<file path="src/rtl/ecpa_pkg.sv">
// Shared types, constants and the microcode table of the projective point adder.
// No dependencies; every other file in rtl imports this package.
package ecpa_pkg;

   localparam int FIELD_BITS = 64;  // width of a field element, 8..64
   localparam int REG_BITS   = 64;  // width of register and port fields
   localparam int SLOT_BITS  = 5;
   localparam int PC_BITS    = 6;
   localparam int IMM_BITS   = 8;

   typedef logic [FIELD_BITS-1:0] felem_type;
   typedef logic [SLOT_BITS-1:0]  slot_type;
   typedef logic [PC_BITS-1:0]    pc_type;

   typedef enum logic [3:0] {
      OP_RED,    // dst = input field (imm) mod p
      OP_REDA,   // dst = curve coefficient mod p
      OP_MUL,    // dst = srca * srcb mod p
      OP_MULK,   // dst = srca * imm mod p
      OP_ADD,    // dst = srca + srcb mod p
      OP_SUB,    // dst = srca - srcb mod p
      OP_BRINF,  // branch on either point being infinity
      OP_BEQ,    // branch to doubling when srca == srcb
      OP_END     // result complete, path code in imm
   } op_type;

   typedef struct packed {
      op_type                op;
      slot_type              dst;
      slot_type              srca;
      slot_type              srcb;
      logic [IMM_BITS-1:0]   imm;
   } uop_type;

   typedef struct packed {
      logic      rd_en;
      slot_type  rd_addr_a;
      slot_type  rd_addr_b;
      logic      wr_en;
      slot_type  wr_addr;
      felem_type wr_data;
   } rf_req_type;

   typedef enum logic [2:0] {
      ST_IDLE,
      ST_FETCH,
      ST_EXEC,
      ST_WAIT,
      ST_DONE
   } seq_state_type;

   // Register map index, taken from paddr[3].
   localparam logic CSR_MODULUS = 1'b0;
   localparam logic CSR_COEFF   = 1'b1;

   localparam logic [1:0] PATH_P_INF  = 2'd0;
   localparam logic [1:0] PATH_Q_INF  = 2'd1;
   localparam logic [1:0] PATH_DOUBLE = 2'd2;
   localparam logic [1:0] PATH_ADD    = 2'd3;

   localparam pc_type PC_DOUBLE = 6'd33;
   localparam pc_type PC_P_INF  = 6'd56;
   localparam pc_type PC_Q_INF  = 6'd60;

   // Operand memory slots.
   localparam slot_type SL_PX = 5'd0,  SL_PY = 5'd1,  SL_PZ = 5'd2;
   localparam slot_type SL_QX = 5'd3,  SL_QY = 5'd4,  SL_QZ = 5'd5;
   localparam slot_type SL_CA = 5'd6,  SL_T0 = 5'd7,  SL_T1 = 5'd8;
   localparam slot_type SL_T2 = 5'd9,  SL_T3 = 5'd10, SL_U  = 5'd11;
   localparam slot_type SL_T4 = 5'd12, SL_T5 = 5'd13, SL_V  = 5'd14;
   localparam slot_type SL_V2 = 5'd15, SL_V3 = 5'd16, SL_ZZ = 5'd17;
   localparam slot_type SL_T  = 5'd18, SL_UU = 5'd19, SL_W1 = 5'd20;
   localparam slot_type SL_W2 = 5'd21, SL_W  = 5'd22, SL_TW = 5'd23;
   localparam slot_type SL_Y1 = 5'd24, SL_Y2 = 5'd25, SL_S  = 5'd26;
   localparam slot_type SL_XS = 5'd27, SL_A1 = 5'd28, SL_RX = 5'd29;
   localparam slot_type SL_RY = 5'd30, SL_RZ = 5'd31;

   function automatic uop_type mk(op_type op, slot_type dst, slot_type a, slot_type b,
                                  logic [IMM_BITS-1:0] imm);
      uop_type u;
      u.op   = op;
      u.dst  = dst;
      u.srca = a;
      u.srcb = b;
      u.imm  = imm;
      return u;
   endfunction

   function automatic uop_type ucode(pc_type pc);
      uop_type u;
      unique case (pc)
         // Reduce all inputs and the coefficient.
         6'd0:  u = mk(OP_RED,   SL_PX, SL_PX, SL_PX, 8'd0);
         6'd1:  u = mk(OP_RED,   SL_PY, SL_PX, SL_PX, 8'd1);
         6'd2:  u = mk(OP_RED,   SL_PZ, SL_PX, SL_PX, 8'd2);
         6'd3:  u = mk(OP_RED,   SL_QX, SL_PX, SL_PX, 8'd3);
         6'd4:  u = mk(OP_RED,   SL_QY, SL_PX, SL_PX, 8'd4);
         6'd5:  u = mk(OP_RED,   SL_QZ, SL_PX, SL_PX, 8'd5);
         6'd6:  u = mk(OP_REDA,  SL_CA, SL_PX, SL_PX, 8'd0);
         6'd7:  u = mk(OP_BRINF, SL_PX, SL_PX, SL_PX, 8'd0);
         6'd8:  u = mk(OP_MUL,   SL_T0, SL_PX, SL_QY, 8'd0);
         6'd9:  u = mk(OP_MUL,   SL_T1, SL_QX, SL_PY, 8'd0);
         6'd10: u = mk(OP_BEQ,   SL_PX, SL_T0, SL_T1, 8'd0);
         // General addition.
         6'd11: u = mk(OP_MUL,   SL_T2, SL_QY, SL_PZ, 8'd0);
         6'd12: u = mk(OP_MUL,   SL_T3, SL_PY, SL_QZ, 8'd0);
         6'd13: u = mk(OP_SUB,   SL_U,  SL_T2, SL_T3, 8'd0);
         6'd14: u = mk(OP_MUL,   SL_T4, SL_QX, SL_PZ, 8'd0);
         6'd15: u = mk(OP_MUL,   SL_T5, SL_PX, SL_QZ, 8'd0);
         6'd16: u = mk(OP_SUB,   SL_V,  SL_T4, SL_T5, 8'd0);
         6'd17: u = mk(OP_MUL,   SL_V2, SL_V,  SL_V,  8'd0);
         6'd18: u = mk(OP_MUL,   SL_V3, SL_V2, SL_V,  8'd0);
         6'd19: u = mk(OP_MUL,   SL_ZZ, SL_PZ, SL_QZ, 8'd0);
         6'd20: u = mk(OP_MUL,   SL_T,  SL_V2, SL_T5, 8'd0);
         6'd21: u = mk(OP_MUL,   SL_UU, SL_U,  SL_U,  8'd0);
         6'd22: u = mk(OP_MUL,   SL_W1, SL_UU, SL_ZZ, 8'd0);
         6'd23: u = mk(OP_SUB,   SL_W1, SL_W1, SL_V3, 8'd0);
         6'd24: u = mk(OP_MULK,  SL_W2, SL_T,  SL_T,  8'd2);
         6'd25: u = mk(OP_SUB,   SL_W,  SL_W1, SL_W2, 8'd0);
         6'd26: u = mk(OP_MUL,   SL_RX, SL_V,  SL_W,  8'd0);
         6'd27: u = mk(OP_SUB,   SL_TW, SL_T,  SL_W,  8'd0);
         6'd28: u = mk(OP_MUL,   SL_Y1, SL_U,  SL_TW, 8'd0);
         6'd29: u = mk(OP_MUL,   SL_Y2, SL_V3, SL_T3, 8'd0);
         6'd30: u = mk(OP_SUB,   SL_RY, SL_Y1, SL_Y2, 8'd0);
         6'd31: u = mk(OP_MUL,   SL_RZ, SL_V3, SL_ZZ, 8'd0);
         6'd32: u = mk(OP_END,   SL_PX, SL_PX, SL_PX, 8'(PATH_ADD));
         // Doubling.
         6'd33: u = mk(OP_MUL,   SL_A1, SL_PX, SL_PX, 8'd0);
         6'd34: u = mk(OP_MULK,  SL_A1, SL_A1, SL_A1, 8'd3);
         6'd35: u = mk(OP_MUL,   SL_T2, SL_PZ, SL_PZ, 8'd0);
         6'd36: u = mk(OP_MUL,   SL_T2, SL_CA, SL_T2, 8'd0);
         6'd37: u = mk(OP_ADD,   SL_U,  SL_A1, SL_T2, 8'd0);
         6'd38: u = mk(OP_MUL,   SL_V,  SL_PY, SL_PZ, 8'd0);
         6'd39: u = mk(OP_MUL,   SL_S,  SL_PY, SL_V,  8'd0);
         6'd40: u = mk(OP_MUL,   SL_XS, SL_PX, SL_S,  8'd0);
         6'd41: u = mk(OP_MUL,   SL_UU, SL_U,  SL_U,  8'd0);
         6'd42: u = mk(OP_MULK,  SL_T4, SL_XS, SL_XS, 8'd8);
         6'd43: u = mk(OP_SUB,   SL_W,  SL_UU, SL_T4, 8'd0);
         6'd44: u = mk(OP_MUL,   SL_T,  SL_V,  SL_W,  8'd0);
         6'd45: u = mk(OP_MULK,  SL_RX, SL_T,  SL_T,  8'd2);
         6'd46: u = mk(OP_MULK,  SL_T5, SL_XS, SL_XS, 8'd4);
         6'd47: u = mk(OP_SUB,   SL_TW, SL_T5, SL_W,  8'd0);
         6'd48: u = mk(OP_MUL,   SL_Y1, SL_U,  SL_TW, 8'd0);
         6'd49: u = mk(OP_MUL,   SL_T0, SL_S,  SL_S,  8'd0);
         6'd50: u = mk(OP_MULK,  SL_T1, SL_T0, SL_T0, 8'd8);
         6'd51: u = mk(OP_SUB,   SL_RY, SL_Y1, SL_T1, 8'd0);
         6'd52: u = mk(OP_MUL,   SL_V2, SL_V,  SL_V,  8'd0);
         6'd53: u = mk(OP_MUL,   SL_V3, SL_V,  SL_V2, 8'd0);
         6'd54: u = mk(OP_MULK,  SL_RZ, SL_V3, SL_V3, 8'd8);
         6'd55: u = mk(OP_END,   SL_PX, SL_PX, SL_PX, 8'(PATH_DOUBLE));
         // First point is infinity: copy the second.
         6'd56: u = mk(OP_MULK,  SL_RX, SL_QX, SL_QX, 8'd1);
         6'd57: u = mk(OP_MULK,  SL_RY, SL_QY, SL_QY, 8'd1);
         6'd58: u = mk(OP_MULK,  SL_RZ, SL_QZ, SL_QZ, 8'd1);
         6'd59: u = mk(OP_END,   SL_PX, SL_PX, SL_PX, 8'(PATH_P_INF));
         // Second point is infinity: copy the first.
         6'd60: u = mk(OP_MULK,  SL_RX, SL_PX, SL_PX, 8'd1);
         6'd61: u = mk(OP_MULK,  SL_RY, SL_PY, SL_PY, 8'd1);
         6'd62: u = mk(OP_MULK,  SL_RZ, SL_PZ, SL_PZ, 8'd1);
         6'd63: u = mk(OP_END,   SL_PX, SL_PX, SL_PX, 8'(PATH_Q_INF));
         default: u = mk(OP_END, SL_PX, SL_PX, SL_PX, 8'(PATH_ADD));
      endcase
      return u;
   endfunction

endpackage

</file>
<file path="src/rtl/ecpa_regfile.sv">
// Operand memory of the point adder: 32 field elements, two read ports, one write port.
// Depends on ecpa_pkg.
module ecpa_regfile (
   input  logic                    clock,
   input  ecpa_pkg::rf_req_type    req,
   output ecpa_pkg::felem_type     rd_data_a,
   output ecpa_pkg::felem_type     rd_data_b
);
   import ecpa_pkg::*;

   felem_type mem [2**SLOT_BITS];
   felem_type rd_a_ff;
   felem_type rd_b_ff;

   always_ff @(posedge clock) begin
      if (req.wr_en) begin
         mem[req.wr_addr] <= req.wr_data;
      end
      if (req.rd_en) begin
         rd_a_ff <= mem[req.rd_addr_a];
         rd_b_ff <= mem[req.rd_addr_b];
      end
   end

   assign rd_data_a = rd_a_ff;
   assign rd_data_b = rd_b_ff;

endmodule

</file>
<file path="config.mk">
export PLATFORM = sky130hd
export DESIGN_NAME = ecpa_regfile
export DESIGN_NICKNAME = d
export VERILOG_FILES = /design/src/rtl/ecpa_pkg.sv /design/src/rtl/ecpa_regfile.sv
export SDC_FILE = /design/constraint.sdc
export NUM_CORES = 2
export LEC_CHECK = 0
export BUFFER_PORTS_ARGS = -buffer_cell sky130_fd_sc_hd__buf_2
export CAP_MARGIN = 20
export CORE_AREA = 4 4 608 550
export DETAILED_ROUTE_END_ITERATION = 10
export DIE_AREA = 0 0 612 554
export GPL_TIMING_DRIVEN = 0
export SKIP_LAST_GASP = 1
export SYNTH_ARGS = -nofsm -noshare
export SYNTH_HDL_FRONTEND = slang
export SYNTH_SLANG_ARGS = --single-unit
</file>
<file path="constraint.sdc">
create_clock -name clock -period 8 [get_ports clock]
set_clock_uncertainty 0.15 [all_clocks]
set_input_delay 0.4 -clock clock [delete_from_list [all_inputs] [get_ports clock]]
set_output_delay 0.4 -clock clock [all_outputs]
set_load 0.005 [all_outputs]
</file>
Yosys cells after proc, flatten, opt, wreduce, memory -nomap -nowiden

Memories as Yosys holds them, arrays and structs flattened. A register that Yosys moved wholly into a read port is not among the register bits.
Index checks and enable logic that the tools add are counted.
W data, S select, Z words.

Word-level logic and storage cells: 3
RAM bits: 2048
Register bits: 0
Input port bits: 82
Memories: 1

Mux-type cells: 2

Memory list:

| memory | depth | width | read ports | clocked after Yosys merged registers in | wr ports | line               | RTL |
|---|---|---|---|---|---|---|---|
| mem    | 32    | 64    | 2          | 2                                       | 1        | ecpa_regfile.sv:11 | `felem_type mem [2**SLOT_BITS];` |

Operators by type and width:

| cell    | number |
|---|---|
| $mux W1 | 2 |

Longest topological paths before layout

Depth in word-level cells: 2
Gate-level depth with buffers: 9
Gate-level depth less buffers: 5

Worst setup path after synthesis

Ideal clock, no wire load.

Path kind: input to register
Start: in req[65] in the netlist's numbering
End: mem mem[12][0] in the netlist's numbering (enable)
Setup slack: 3.628 ns
Data required time: 7.364 ns
Arrival time: 3.736 ns
Library setup time: 0.486 ns
Stages on the path: 3
Cell sequence: or3b_2 clkbuf_1 nor2_1

RTL lines:

| item               | line               | RTL |
|---|---|---|
| start: declaration | ecpa_regfile.sv:5  | `input ecpa_pkg::rf_req_type req,` |
| end: declaration   | ecpa_regfile.sv:11 |  |

No word-level cell before the write port.

==> impl_metrics.py <==
metrics = {
    "status": {
        "status": "finished, final reports clean",
    },
    "drt": {
        "via_per_inst": 6.27,
        "dr.pass1.iters": 6,
        "finalWirelength_um": 433000,
        "drc": 0,
        "ant_nets": 0,
        "first_iter_violations": 11700,
        "vias": 60900,
        "post_drt_wl_per_cell_um": 44.6,
    },
    "yosys": {
        "netlist_instances": 4441,
        "netlist_area_um2": 97900,
        "syn_nets": 4523,
        "yosysSeqAreaShare_pct": 66.7,
        "avgSynthCellArea_um2": 22.1,
        "synth_top_area_share_pct": 66.7,
        "async_flop_share_pct": 0,
        "synth_flop_cell": "edfxtp_1",
        "synth_edf_count": 2176,
        "synth-seq-cells": 2176,
        "synth_largest_area_cell": "edfxtp_1",
        "yosys_warnings": 0,
        "synth_area_leaders": "edfxtp_1, mux4_2, mux2i_1",
        "synth.distinct_cells": 38,
    },
    "critical_path": {
        "cp_data_arrival_time_ns": 4.35,
        "crit_path_start": "req[77]",
        "crit_path_end": "rd_data_a[41]$_DFFE_PP_",
        "crit_required_ns": 8.42,
        "endpoint_kind": "flop",
        "rr_endpoint": "rd_data_b[23]$_DFFE_PP_",
        "r2r_start": "mem[17][23]$_DFFE_PP_",
        "cp-start-kind": "input port",
        "r2r_slack_ns": 5.46,
        "critical_path_class": "input port to flop",
        "crit_fanout": 10,
        "worstRegToRegCells": 5,
    },
    "placement": {
        "portBuffers": 201,
        "pre_cts_ws_ns": 3.16,
        "place_hpwl_um": 294000,
        "dpl_cell_area_um2": 108000,
        "place_congestion": 0.892,
    },
    "timing": {
        "rsz0062_at_grt": "no",
        "setup_viol": 0,
        "worst_slack_ns": 4.07,
        "final.min_clock_period_ns": 3.93,
        "setup_tns_ns": 0,
        "worst_slew_pin_slew_ns": 1.27,
        "hold_violations": 0,
        "relSlewSlack_pct": 15.6,
        "fmaxAchievable_mhz": 254,
        "final-max-slew-violation-count": 0,
        "period_share_pct": 49.2,
    },
    "floorplan": {
        "die_x_um": 612,
        "dieArea_um2": 339000,
        "ios": 210,
        "core_region_area_um2": 328000,
        "die-height_um": 554,
        "rows": 200,
        "start_util_pct": 29.8,
    },
    "clock_network": {
        "cts.path.max_buffers": 4,
        "cts.clk_slew.worst_paths_ns": 0.06,
        "cts_setup_buffers": 0,
        "cts_tree": "built",
        "htreeDepth": 4,
        "insertion_delay_ns": 0.96,
        "clock_sinks": 2176,
        "cts_root_buffer": "clkbuf_16",
        "cts_made_buffers": 239,
        "cts.repair.resized": 0,
        "hold_buffers": 65,
    },
    "global_route": {
        "grt_pass1_wl_um": 560000,
        "grt_start_max_net_pins": 66,
        "antenna_found_initial": 57,
        "grt.overflow.total": 0,
        "grt_pass1_vias": 58600,
        "grtUsageTotal_pct": 24.9,
    },
    "cells_and_area": {
        "syn_to_final_growth_pct": 19.5,
        "multi_input_area_um2": 31000,
        "ff_latch_area_um2": 65300,
        "final_nets": 5218,
        "drive_gt1_share_pct": 40.3,
        "final_util_pct": 35.7,
        "stdcell_area_um2": 117000,
        "fillers": 30000,
    },
    "job": {
        "max_cap_viol_count": 0,
    },
    "power": {
        "ir_worst_vdd_uv": 224,
        "power_density_nw_per_um2": 229,
        "p_leak_nw": 37.3,
        "p_total_mw": 26.8,
    },
    "hold_path": {
        "min-delay-path-class": "input port to flop",
    },
}
## worst max-delay path, cell delays in order
cell and delay (ns):
buf_2 0.26, buf_4 0.23, buf_4 0.29, buf_2 0.87
buf_2 0.82, buf_16 0.26, mux2i_1 0.14, a221oi_1 1.01
## layer usage
metal  global-route usage [%]  up-vias  wire, um
met1                     31.3    32400    148000
met4                     14.4       18     31100
met2                     35.6     6099    183000
met3                     10.7     1233     70200
li1                         -    21200         -
met5                    0.482        -       332
## report_power, final
part	internal, mW	total [mW]	leakage (nW)	switching [mW]
sequential	12.8	12.8	19.7	0.0724
clock	6.37	11.3	3.76	4.93
combinational	0.943	2.67	13.8	1.73
## registers in the layout (all words and copies together) (netlist names)
register,count
mem,2048
rd_data_a,64
rd_data_b,64
## cell type report
type | instances | area share, %
clock inverters | 151 | 1.41
repair buffers | 454 | 4.65
well taps | 4343 | 4.64
diodes | 36 | 0.0770
plain buffers | 347 | 1.62
multi-input cells | 1917 | 26.5
flip-flops and latches | 2176 | 55.8
inverters | 1 | 0.00321
clock buffers | 279 | 5.27
## stage by stage
step	hold WS [ns]	cells
finish	0.102	9704
global route	0.0912	9679
CTS	0.0434	9664
detailed placement	0.643	9169
global placement	0.654	8985
floorplan	0.349	4441
## cell usage in the layout (no fill, tap or decap), drive strengths merged, types with 5 or more instances in the layout
master,count
nand2,87
and2,5
nand3b,5
buf,644
clkinv,103
nor2b,19
mux2i,362
a221oi,93
clkinvlp,15
edfxtp,2176
a32o,38
clkbuf,371
nor2,46
diode,36
mux2,56
a22oi,18
mux4,1039
bufinv,26
inv,8
o22ai,38
a211oi,6
o21a,22
dlygate4sd3,65
a22o,33
## how the worst min path moves through the flow
stage	start	end	cells after the start
after floorplan	req[0]	mem[0][0]$_DFFE_PP_	0
after global placement	rd_data_a[3]$_DFFE_PP_	rd_data_a[3]	1
after detailed placement	rd_data_a[51]$_DFFE_PP_	rd_data_a[51]	1
after CTS	req[68]	mem[10][50]$_DFFE_PP_	3
after global routing	req[66]	mem[10][45]$_DFFE_PP_	3
final	req[66]	mem[10][50]$_DFFE_PP_	3
## synthesized netlist by cell type, drive strengths merged, types with 5 or more instances
cell / instances
mux4: 1039
mux2i: 362
o22ai: 38
nand3b: 5
and2: 5
a32o: 38
nor2b: 19
edfxtp: 2176
clkbuf: 92
a22o: 33
a22oi: 18
nand2: 87
a211oi: 6
buf: 255
nor2: 46
a221oi: 93
o21a: 22
mux2: 56
## cell families after synthesis
| family | share of synthesized area, % |
|---|---|
| muxes | 28.2 |
| AOI/OAI and AO/OA | 2.34 |
| buffers and inverters | 1.86 |
| DFF | 66.7 |
| and+or+nand+nor | 0.846 |
Note: power is estimated with default switching activity, not from simulation.
