### src/rtl/ecpa_pkg.sv
// Shared types, constants and the microcode table of the projective point adder.
// No dependencies; every other file in rtl imports this package.
package ecpa_pkg;

   localparam int FIELD_BITS = 64;  // width of a field element, 8..64
   localparam int REG_BITS   = 64;  // width of register and port fields
   localparam int SLOT_BITS  = 5;
   localparam int PC_BITS    = 6;
   localparam int IMM_BITS   = 8;

   typedef logic [FIELD_BITS-1:0] felem_type;
   typedef logic [SLOT_BITS-1:0]  slot_type;
   typedef logic [PC_BITS-1:0]    pc_type;

   typedef enum logic [3:0] {
      OP_RED,    // dst = input field (imm) mod p
      OP_REDA,   // dst = curve coefficient mod p
      OP_MUL,    // dst = srca * srcb mod p
      OP_MULK,   // dst = srca * imm mod p
      OP_ADD,    // dst = srca + srcb mod p
      OP_SUB,    // dst = srca - srcb mod p
      OP_BRINF,  // branch on either point being infinity
      OP_BEQ,    // branch to doubling when srca == srcb
      OP_END     // result complete, path code in imm
   } op_type;

   typedef struct packed {
      op_type                op;
      slot_type              dst;
      slot_type              srca;
      slot_type              srcb;
      logic [IMM_BITS-1:0]   imm;
   } uop_type;

   typedef struct packed {
      logic      rd_en;
      slot_type  rd_addr_a;
      slot_type  rd_addr_b;
      logic      wr_en;
      slot_type  wr_addr;
      felem_type wr_data;
   } rf_req_type;

   typedef enum logic [2:0] {
      ST_IDLE,
      ST_FETCH,
      ST_EXEC,
      ST_WAIT,
      ST_DONE
   } seq_state_type;

   // Register map index, taken from paddr[3].
   localparam logic CSR_MODULUS = 1'b0;
   localparam logic CSR_COEFF   = 1'b1;

   localparam logic [1:0] PATH_P_INF  = 2'd0;
   localparam logic [1:0] PATH_Q_INF  = 2'd1;
   localparam logic [1:0] PATH_DOUBLE = 2'd2;
   localparam logic [1:0] PATH_ADD    = 2'd3;

   localparam pc_type PC_DOUBLE = 6'd33;
   localparam pc_type PC_P_INF  = 6'd56;
   localparam pc_type PC_Q_INF  = 6'd60;

   // Operand memory slots.
   localparam slot_type SL_PX = 5'd0,  SL_PY = 5'd1,  SL_PZ = 5'd2;
   localparam slot_type SL_QX = 5'd3,  SL_QY = 5'd4,  SL_QZ = 5'd5;
   localparam slot_type SL_CA = 5'd6,  SL_T0 = 5'd7,  SL_T1 = 5'd8;
   localparam slot_type SL_T2 = 5'd9,  SL_T3 = 5'd10, SL_U  = 5'd11;
   localparam slot_type SL_T4 = 5'd12, SL_T5 = 5'd13, SL_V  = 5'd14;
   localparam slot_type SL_V2 = 5'd15, SL_V3 = 5'd16, SL_ZZ = 5'd17;
   localparam slot_type SL_T  = 5'd18, SL_UU = 5'd19, SL_W1 = 5'd20;
   localparam slot_type SL_W2 = 5'd21, SL_W  = 5'd22, SL_TW = 5'd23;
   localparam slot_type SL_Y1 = 5'd24, SL_Y2 = 5'd25, SL_S  = 5'd26;
   localparam slot_type SL_XS = 5'd27, SL_A1 = 5'd28, SL_RX = 5'd29;
   localparam slot_type SL_RY = 5'd30, SL_RZ = 5'd31;

   function automatic uop_type mk(op_type op, slot_type dst, slot_type a, slot_type b,
                                  logic [IMM_BITS-1:0] imm);
      uop_type u;
      u.op   = op;
      u.dst  = dst;
      u.srca = a;
      u.srcb = b;
      u.imm  = imm;
      return u;
   endfunction

   function automatic uop_type ucode(pc_type pc);
      uop_type u;
      unique case (pc)
         // Reduce all inputs and the coefficient.
         6'd0:  u = mk(OP_RED,   SL_PX, SL_PX, SL_PX, 8'd0);
         6'd1:  u = mk(OP_RED,   SL_PY, SL_PX, SL_PX, 8'd1);
         6'd2:  u = mk(OP_RED,   SL_PZ, SL_PX, SL_PX, 8'd2);
         6'd3:  u = mk(OP_RED,   SL_QX, SL_PX, SL_PX, 8'd3);
         6'd4:  u = mk(OP_RED,   SL_QY, SL_PX, SL_PX, 8'd4);
         6'd5:  u = mk(OP_RED,   SL_QZ, SL_PX, SL_PX, 8'd5);
         6'd6:  u = mk(OP_REDA,  SL_CA, SL_PX, SL_PX, 8'd0);
         6'd7:  u = mk(OP_BRINF, SL_PX, SL_PX, SL_PX, 8'd0);
         6'd8:  u = mk(OP_MUL,   SL_T0, SL_PX, SL_QY, 8'd0);
         6'd9:  u = mk(OP_MUL,   SL_T1, SL_QX, SL_PY, 8'd0);
         6'd10: u = mk(OP_BEQ,   SL_PX, SL_T0, SL_T1, 8'd0);
         // General addition.
         6'd11: u = mk(OP_MUL,   SL_T2, SL_QY, SL_PZ, 8'd0);
         6'd12: u = mk(OP_MUL,   SL_T3, SL_PY, SL_QZ, 8'd0);
         6'd13: u = mk(OP_SUB,   SL_U,  SL_T2, SL_T3, 8'd0);
         6'd14: u = mk(OP_MUL,   SL_T4, SL_QX, SL_PZ, 8'd0);
         6'd15: u = mk(OP_MUL,   SL_T5, SL_PX, SL_QZ, 8'd0);
         6'd16: u = mk(OP_SUB,   SL_V,  SL_T4, SL_T5, 8'd0);
         6'd17: u = mk(OP_MUL,   SL_V2, SL_V,  SL_V,  8'd0);
         6'd18: u = mk(OP_MUL,   SL_V3, SL_V2, SL_V,  8'd0);
         6'd19: u = mk(OP_MUL,   SL_ZZ, SL_PZ, SL_QZ, 8'd0);
         6'd20: u = mk(OP_MUL,   SL_T,  SL_V2, SL_T5, 8'd0);
         6'd21: u = mk(OP_MUL,   SL_UU, SL_U,  SL_U,  8'd0);
         6'd22: u = mk(OP_MUL,   SL_W1, SL_UU, SL_ZZ, 8'd0);
         6'd23: u = mk(OP_SUB,   SL_W1, SL_W1, SL_V3, 8'd0);
         6'd24: u = mk(OP_MULK,  SL_W2, SL_T,  SL_T,  8'd2);
         6'd25: u = mk(OP_SUB,   SL_W,  SL_W1, SL_W2, 8'd0);
         6'd26: u = mk(OP_MUL,   SL_RX, SL_V,  SL_W,  8'd0);
         6'd27: u = mk(OP_SUB,   SL_TW, SL_T,  SL_W,  8'd0);
         6'd28: u = mk(OP_MUL,   SL_Y1, SL_U,  SL_TW, 8'd0);
         6'd29: u = mk(OP_MUL,   SL_Y2, SL_V3, SL_T3, 8'd0);
         6'd30: u = mk(OP_SUB,   SL_RY, SL_Y1, SL_Y2, 8'd0);
         6'd31: u = mk(OP_MUL,   SL_RZ, SL_V3, SL_ZZ, 8'd0);
         6'd32: u = mk(OP_END,   SL_PX, SL_PX, SL_PX, 8'(PATH_ADD));
         // Doubling.
         6'd33: u = mk(OP_MUL,   SL_A1, SL_PX, SL_PX, 8'd0);
         6'd34: u = mk(OP_MULK,  SL_A1, SL_A1, SL_A1, 8'd3);
         6'd35: u = mk(OP_MUL,   SL_T2, SL_PZ, SL_PZ, 8'd0);
         6'd36: u = mk(OP_MUL,   SL_T2, SL_CA, SL_T2, 8'd0);
         6'd37: u = mk(OP_ADD,   SL_U,  SL_A1, SL_T2, 8'd0);
         6'd38: u = mk(OP_MUL,   SL_V,  SL_PY, SL_PZ, 8'd0);
         6'd39: u = mk(OP_MUL,   SL_S,  SL_PY, SL_V,  8'd0);
         6'd40: u = mk(OP_MUL,   SL_XS, SL_PX, SL_S,  8'd0);
         6'd41: u = mk(OP_MUL,   SL_UU, SL_U,  SL_U,  8'd0);
         6'd42: u = mk(OP_MULK,  SL_T4, SL_XS, SL_XS, 8'd8);
         6'd43: u = mk(OP_SUB,   SL_W,  SL_UU, SL_T4, 8'd0);
         6'd44: u = mk(OP_MUL,   SL_T,  SL_V,  SL_W,  8'd0);
         6'd45: u = mk(OP_MULK,  SL_RX, SL_T,  SL_T,  8'd2);
         6'd46: u = mk(OP_MULK,  SL_T5, SL_XS, SL_XS, 8'd4);
         6'd47: u = mk(OP_SUB,   SL_TW, SL_T5, SL_W,  8'd0);
         6'd48: u = mk(OP_MUL,   SL_Y1, SL_U,  SL_TW, 8'd0);
         6'd49: u = mk(OP_MUL,   SL_T0, SL_S,  SL_S,  8'd0);
         6'd50: u = mk(OP_MULK,  SL_T1, SL_T0, SL_T0, 8'd8);
         6'd51: u = mk(OP_SUB,   SL_RY, SL_Y1, SL_T1, 8'd0);
         6'd52: u = mk(OP_MUL,   SL_V2, SL_V,  SL_V,  8'd0);
         6'd53: u = mk(OP_MUL,   SL_V3, SL_V,  SL_V2, 8'd0);
         6'd54: u = mk(OP_MULK,  SL_RZ, SL_V3, SL_V3, 8'd8);
         6'd55: u = mk(OP_END,   SL_PX, SL_PX, SL_PX, 8'(PATH_DOUBLE));
         // First point is infinity: copy the second.
         6'd56: u = mk(OP_MULK,  SL_RX, SL_QX, SL_QX, 8'd1);
         6'd57: u = mk(OP_MULK,  SL_RY, SL_QY, SL_QY, 8'd1);
         6'd58: u = mk(OP_MULK,  SL_RZ, SL_QZ, SL_QZ, 8'd1);
         6'd59: u = mk(OP_END,   SL_PX, SL_PX, SL_PX, 8'(PATH_P_INF));
         // Second point is infinity: copy the first.
         6'd60: u = mk(OP_MULK,  SL_RX, SL_PX, SL_PX, 8'd1);
         6'd61: u = mk(OP_MULK,  SL_RY, SL_PY, SL_PY, 8'd1);
         6'd62: u = mk(OP_MULK,  SL_RZ, SL_PZ, SL_PZ, 8'd1);
         6'd63: u = mk(OP_END,   SL_PX, SL_PX, SL_PX, 8'(PATH_Q_INF));
         default: u = mk(OP_END, SL_PX, SL_PX, SL_PX, 8'(PATH_ADD));
      endcase
      return u;
   endfunction

endpackage

### src/rtl/ecpa_csr.sv
// Configuration registers of the point adder behind a simple bus port.
// Depends on ecpa_pkg.
module ecpa_csr (
   input  logic                           clock,
   input  logic                           reset,
   input  logic                           csr_psel,
   input  logic                           csr_penable,
   input  logic                           csr_pwrite,
   input  logic [3:0]                     csr_paddr,
   input  logic [ecpa_pkg::REG_BITS-1:0]  csr_pwdata,
   output logic [ecpa_pkg::REG_BITS-1:0]  csr_prdata,
   output logic                           csr_pready,
   output ecpa_pkg::felem_type            modulus,
   output logic [ecpa_pkg::REG_BITS-1:0]  coeff
);
   import ecpa_pkg::*;

   logic [REG_BITS-1:0] modulus_ff;
   logic [REG_BITS-1:0] coeff_ff;
   felem_type           mod_masked;
   logic                wr_strobe;

   assign wr_strobe = csr_psel && csr_penable && csr_pwrite;

   always_ff @(posedge clock) begin
      if (reset) begin
         modulus_ff <= REG_BITS'(3);
         coeff_ff   <= '0;
      end else if (wr_strobe) begin
         unique case (csr_paddr[3])
            CSR_MODULUS: modulus_ff <= csr_pwdata;
            CSR_COEFF:   coeff_ff   <= csr_pwdata;
            default:     modulus_ff <= modulus_ff;
         endcase
      end
   end

   always_comb begin
      unique case (csr_paddr[3])
         CSR_MODULUS: csr_prdata = modulus_ff;
         CSR_COEFF:   csr_prdata = coeff_ff;
         default:     csr_prdata = '0;
      endcase
   end

   // Moduli below three act as three.
   assign mod_masked = modulus_ff[FIELD_BITS-1:0];
   assign modulus    = (mod_masked < FIELD_BITS'(3)) ? FIELD_BITS'(3) : mod_masked;
   assign coeff      = coeff_ff;
   assign csr_pready = 1'b1;

endmodule

### config.mk
export PLATFORM = sky130hd
export DESIGN_NAME = ecpa_csr
export DESIGN_NICKNAME = d
export VERILOG_FILES = /design/src/rtl/ecpa_pkg.sv /design/src/rtl/ecpa_csr.sv
export SDC_FILE = /design/constraint.sdc
export NUM_CORES = 1
export LEC_CHECK = 0
export ABC_AREA = 1
export BUFFER_PORTS_ARGS = -buffer_cell sky130_fd_sc_hd__clkbuf_2
export CORE_MARGIN = 4
export CORE_UTILIZATION = 51
export DETAILED_ROUTE_END_ITERATION = 10
export PLACE_DENSITY_LB_ADDON = 0.12
export SLEW_MARGIN = 25
export SYNTH_ARGS = -nofsm -noshare
export SYNTH_HDL_FRONTEND = slang
export SYNTH_SLANG_ARGS = --single-unit
### constraint.sdc
create_clock -name clock -period 2.01 [get_ports clock]
set_input_delay 0.1005 -clock clock [delete_from_list [all_inputs] [get_ports clock]]
set_output_delay 0.1005 -clock clock [all_outputs]
set_load 0.005 [all_outputs]
-- Word level (Yosys, flattened, before mapping)
Cells that the tools add are included.
- register bits: 128
- input bits: 73
- word-level logic and storage cells: 10
- $lt $le $gt $ge: 1
- mux-type cells: 2
- bitwise operators: 1
- reductions and logical operators: 4
- operators with widths (kind ; count):
    64-bit case mux with 2 select lines ; 1
    64-bit by 2-bit less-than comparator with 1-bit output, second input constant ; 1
    64-bit two-way mux ; 1
    2-bit AND reduction ; 2
    1-bit logical AND ; 2
    1-bit inverter ; 1

-- Depth between registers and ports, before layout
- depth in word-level cells: 3
- mapped depth: 7

-- Worst setup path before layout
Ideal clock, no wire load.
- path type: input -> register
- start: input csr_paddr[3]
- end: register coeff_ff[10] (netlist: coeff[10])
- data arrival time: 789 ps
- slack: 1108 ps
- cell stages on the path: 7
- path through: buf_4 > inv_4 > nor2_8 > buf_8 > buf_6 > o21ai_1 > nor2_1
- longest elaborated chain between the ends: 1
- RTL lines (item ; RTL line ; RTL):
    start, declared ; ecpa_csr.sv:9 ; input logic [3:0] csr_paddr,
    2-bit AND reduction (no source line) ; - ;
    end signal, assigned ; ecpa_csr.sv:32 ; CSR_COEFF: coeff_ff <= csr_pwdata;
    end, declared ; ecpa_csr.sv:19 ; logic [REG_BITS-1:0] coeff_ff;
Every way passes these cells.
A chain may end at the register's enable or synchronous reset.

-- Worst setup path in the final report
- start: register modulus_ff[32] (netlist: mod_masked[32])
- end: output modulus[1]
- longest elaborated chain between the ends: 2
- RTL lines (item ; RTL line ; RTL):
    start, declared ; ecpa_csr.sv:18 ; logic [REG_BITS-1:0] modulus_ff;
    start signal, assigned ; ecpa_csr.sv:31 ; CSR_MODULUS: modulus_ff <= csr_pwdata;
    start signal, assigned ; ecpa_csr.sv:33 ; default: modulus_ff <= modulus_ff;
    64-bit by 2-bit less-than comparator with 1-bit output ; ecpa_csr.sv:48 ; assign modulus = (mod_masked < FIELD_BITS'(3)) ? FIELD_BITS'(3) : mod_masked;
    64-bit two-way mux ; ecpa_csr.sv:48 ;
    end, declared ; ecpa_csr.sv:13 ; output ecpa_pkg::felem_type modulus,
Every way passes these cells.

==> run summary <==
DR pass1 iterations: 5
Area growth syn-to-layout: 38.55%
Worst-path clk slew: 0.06 ns
Fill count: 909
Area post-placement: 0.006745 mm²
Clk sinks: 128
Core Rows: 38
Dpl hpwl: 11,450 µm
Worst Setup End Kind: output pin
# nets final: 1,200
Complex-gate fraction of the synthesized area: 11.36%
Synth Warn #: 0
Post-synth cell types: 19
Multiplexer share of the synthesized area: 0%
Grt peak-use layer: met2
CP peak stage delay: 0.34 ns
Min Hold Slack: 0.4444 ns
Met2 Usage GRT: 45.56%
Routed Antenna Nets: 0
Area contributors post-synth: dfxtp_1 (44%), nor2_1 (19%), nand2_1 (14%)
Die footprint: 0.01318 mm²
Grt ovf: 0
Leak Pwr: 4.393 nW
Hold Crit Class: input port to flip-flop
Tcrit/Tclk final: 82.52%
Util after Layout: 73.38%
Max-cap violations: 0
Final hold viol count: 0
Global-route met3 utilization: 5.789%
IO Pins: 266
Post-synthesis simple-gate area fraction: 33.43%
Tot Pwr: 6.820 mW
# setup viols final: 0
GR Layer Usage met1: 32.82%
Vias per inst: 4.942
Post-synth net total: 964
Post-Syn Area: 0.005817 mm²
Count leader, synth: nor2_1
CTS tree: yes
Crit Path Max Fanout: 4
Primary FF master, synth: dfxtp_1
# port buffers: 261
Diodes inserted: 0
RSZ-0062 raised after global routing: no
Post-Synth XOR/XNOR Area: 0%
Arr. time, crit path: 1.56 ns
Most used cell, CP: nand2_1
Wirelength per Cell: 14.19 µm
Flops & latches, synth: 128
Clock latency on the worst-skew pair: 0.40 ns
Top cell family by delay on the critical path: simple AND/OR/NAND/NOR gates
Vias in the first global route: 5,804
Multi-input logic area: 0.002609 mm²
Number of synthesized flops with an enable pin: 0
Dpl ws: 0.4622 ns
Final Max Tran Viols: 0
Root buffer cell: clkbuf_16
Cell count after synthesis: 891
Buf/Inv on CP: 1
Status: completed
Initial cell density of the core: 52.96%
Htree depth: 4
Reg area: 0.002562 mm²
Initial DRC Count: 468
Share of the synthesized area in the top cell type: 44.05%
Req. time, crit path: 1.91 ns
Initial antenna violation count: 0
Final worst path period need: 1.659 ns
Synth top cells by count: nor2_1 (293), nand2_1 (212), dfxtp_1 (128), o21ai_1 (106), clkbuf_1 (80)
Post-CTS Resized: 0
Post-synth top area cell: dfxtp_1
Setup TNS Final: 0 ns
Slowest-stage cell, CP: dfxtp_1
Vias post-DR: 6,326
Placed cell count: 1,183
Post-Layout Cell Count: 1,280
Share of cells above drive strength 1: 26.84%
Gr usage total: 26.52%
Power Density: 846.3 mW/mm²
DIE HEIGHT: 114.8 µm
Clk_skew: 0 ns
Max-slew headroom: 47.91%
Fraction of registers with async set/reset: 0%
Total Wirelength: 18,160 µm
CP Launch Type: flip-flop
Final WS setup: 0.3514 ns
Worst-margin pin slew: 0.7814 ns
First-pass GRT wire length: 28,460 µm
Largest family of logic cells by synthesized area: simple AND/OR/NAND/NOR gates
Final Instance Area: 0.008059 mm²
Largest net degree at the start of global routing: 127
Critical Setup Path Class: flip-flop to output pin
Critical-path cell list: nor2_1 -> nand2_1 -> nor2_1 -> nand2_1 -> nor2_1 -> nand2_1 -> nand2_1 -> clkbuf_2
GPL Wtd Cong: 0.8078
Die Wd: 114.8 µm
Synth Area in Adders: 0%
Fmax: 602.9 MHz
Clock buffer count from CTS: 17
Register area share after synthesis: 44.05%
DRC: 0
Area of the core: 0.01098 mm²
Setup slack, reg-to-reg: 1.28 ns
Max rail drop VDD: 523.4 µV
Syn_area_per_cell: 6.528 µm²
Longest Clk Path Bufs: 2
==> logic make-up after synthesis <==
kind of cell	after synthesis
and+or+nand+nor	508
AOI/OAI and AO/OA	132
other	1
buffers and inverters	122
DFF	128
==> worst register-to-register path, cell delays in order (launching register included) <==
cell     delay [ns]
dfxtp_1        0.43
o21ai_1        0.10
nor2_1         0.13
==> registers in the layout, indices dropped and copies added (netlist names) <==
name        flops
mod_masked     64
coeff          64
==> final cells by class <==
cell class / instances / area share (%)
timing repair buffer: 333 / 25.09
inverter: 6 / 0.3416
tap: 140 / 2.174
sequential: 128 / 31.80
clock inverter: 12 / 2.562
clock buffer: 20 / 5.667
multi-input combinational: 641 / 32.37
==> worst paths after layout <==
kind                                from                     endpoint  cells after the start
max          mod_masked[32]$_SDFFE_PP0P_                   modulus[1]                      8
min                          csr_penable       coeff[30]$_SDFFE_PP0P_                      6
max reg2reg  mod_masked[15]$_SDFFE_PP0P_  mod_masked[15]$_SDFFE_PP0P_                      2
min reg2reg       coeff[57]$_SDFFE_PP0P_       coeff[57]$_SDFFE_PP0P_                      2
==> per-layer routing <==
layer	up-vias	wire, µm
met5	-	0
met2	264	8736
met4	0	347
met1	2842	7729
met3	30	1348
li1	3190	-
==> cell usage in the layout, fill, tap and decap left out, types with 2 or more instances in the layout <==
master,Yosys,routed
clkinv_4,0,2
clkbuf_8,0,2
inv_2,3,2
dfxtp_1,128,128
clkbuf_16,0,17
bufinv_16,0,5
nand2_1,212,212
inv_4,1,2
o21ai_1,106,106
clkinvlp_4,0,4
clkbuf_2,0,261
a21oi_1,2,2
buf_4,9,6
dlygate4sd3_1,0,65
nor2_1,293,293
inv_1,2,2
o21ai_0,24,24
==> where the power goes <==
group | switching (mW) | total [mW] | internal [mW]
combinational | 0.370 | 0.694 | 0.325
sequential | 0.0892 | 2.72 | 2.63
clock | 1.13 | 3.41 | 2.27
total | 1.59 | 6.82 | 5.23
==> timing repair <==
action,CTS,global route
endpoints found under the hold margin,128,0
setup buffers,0,0
hold buffers,65,0
Power figures use the tool's default switching activity.
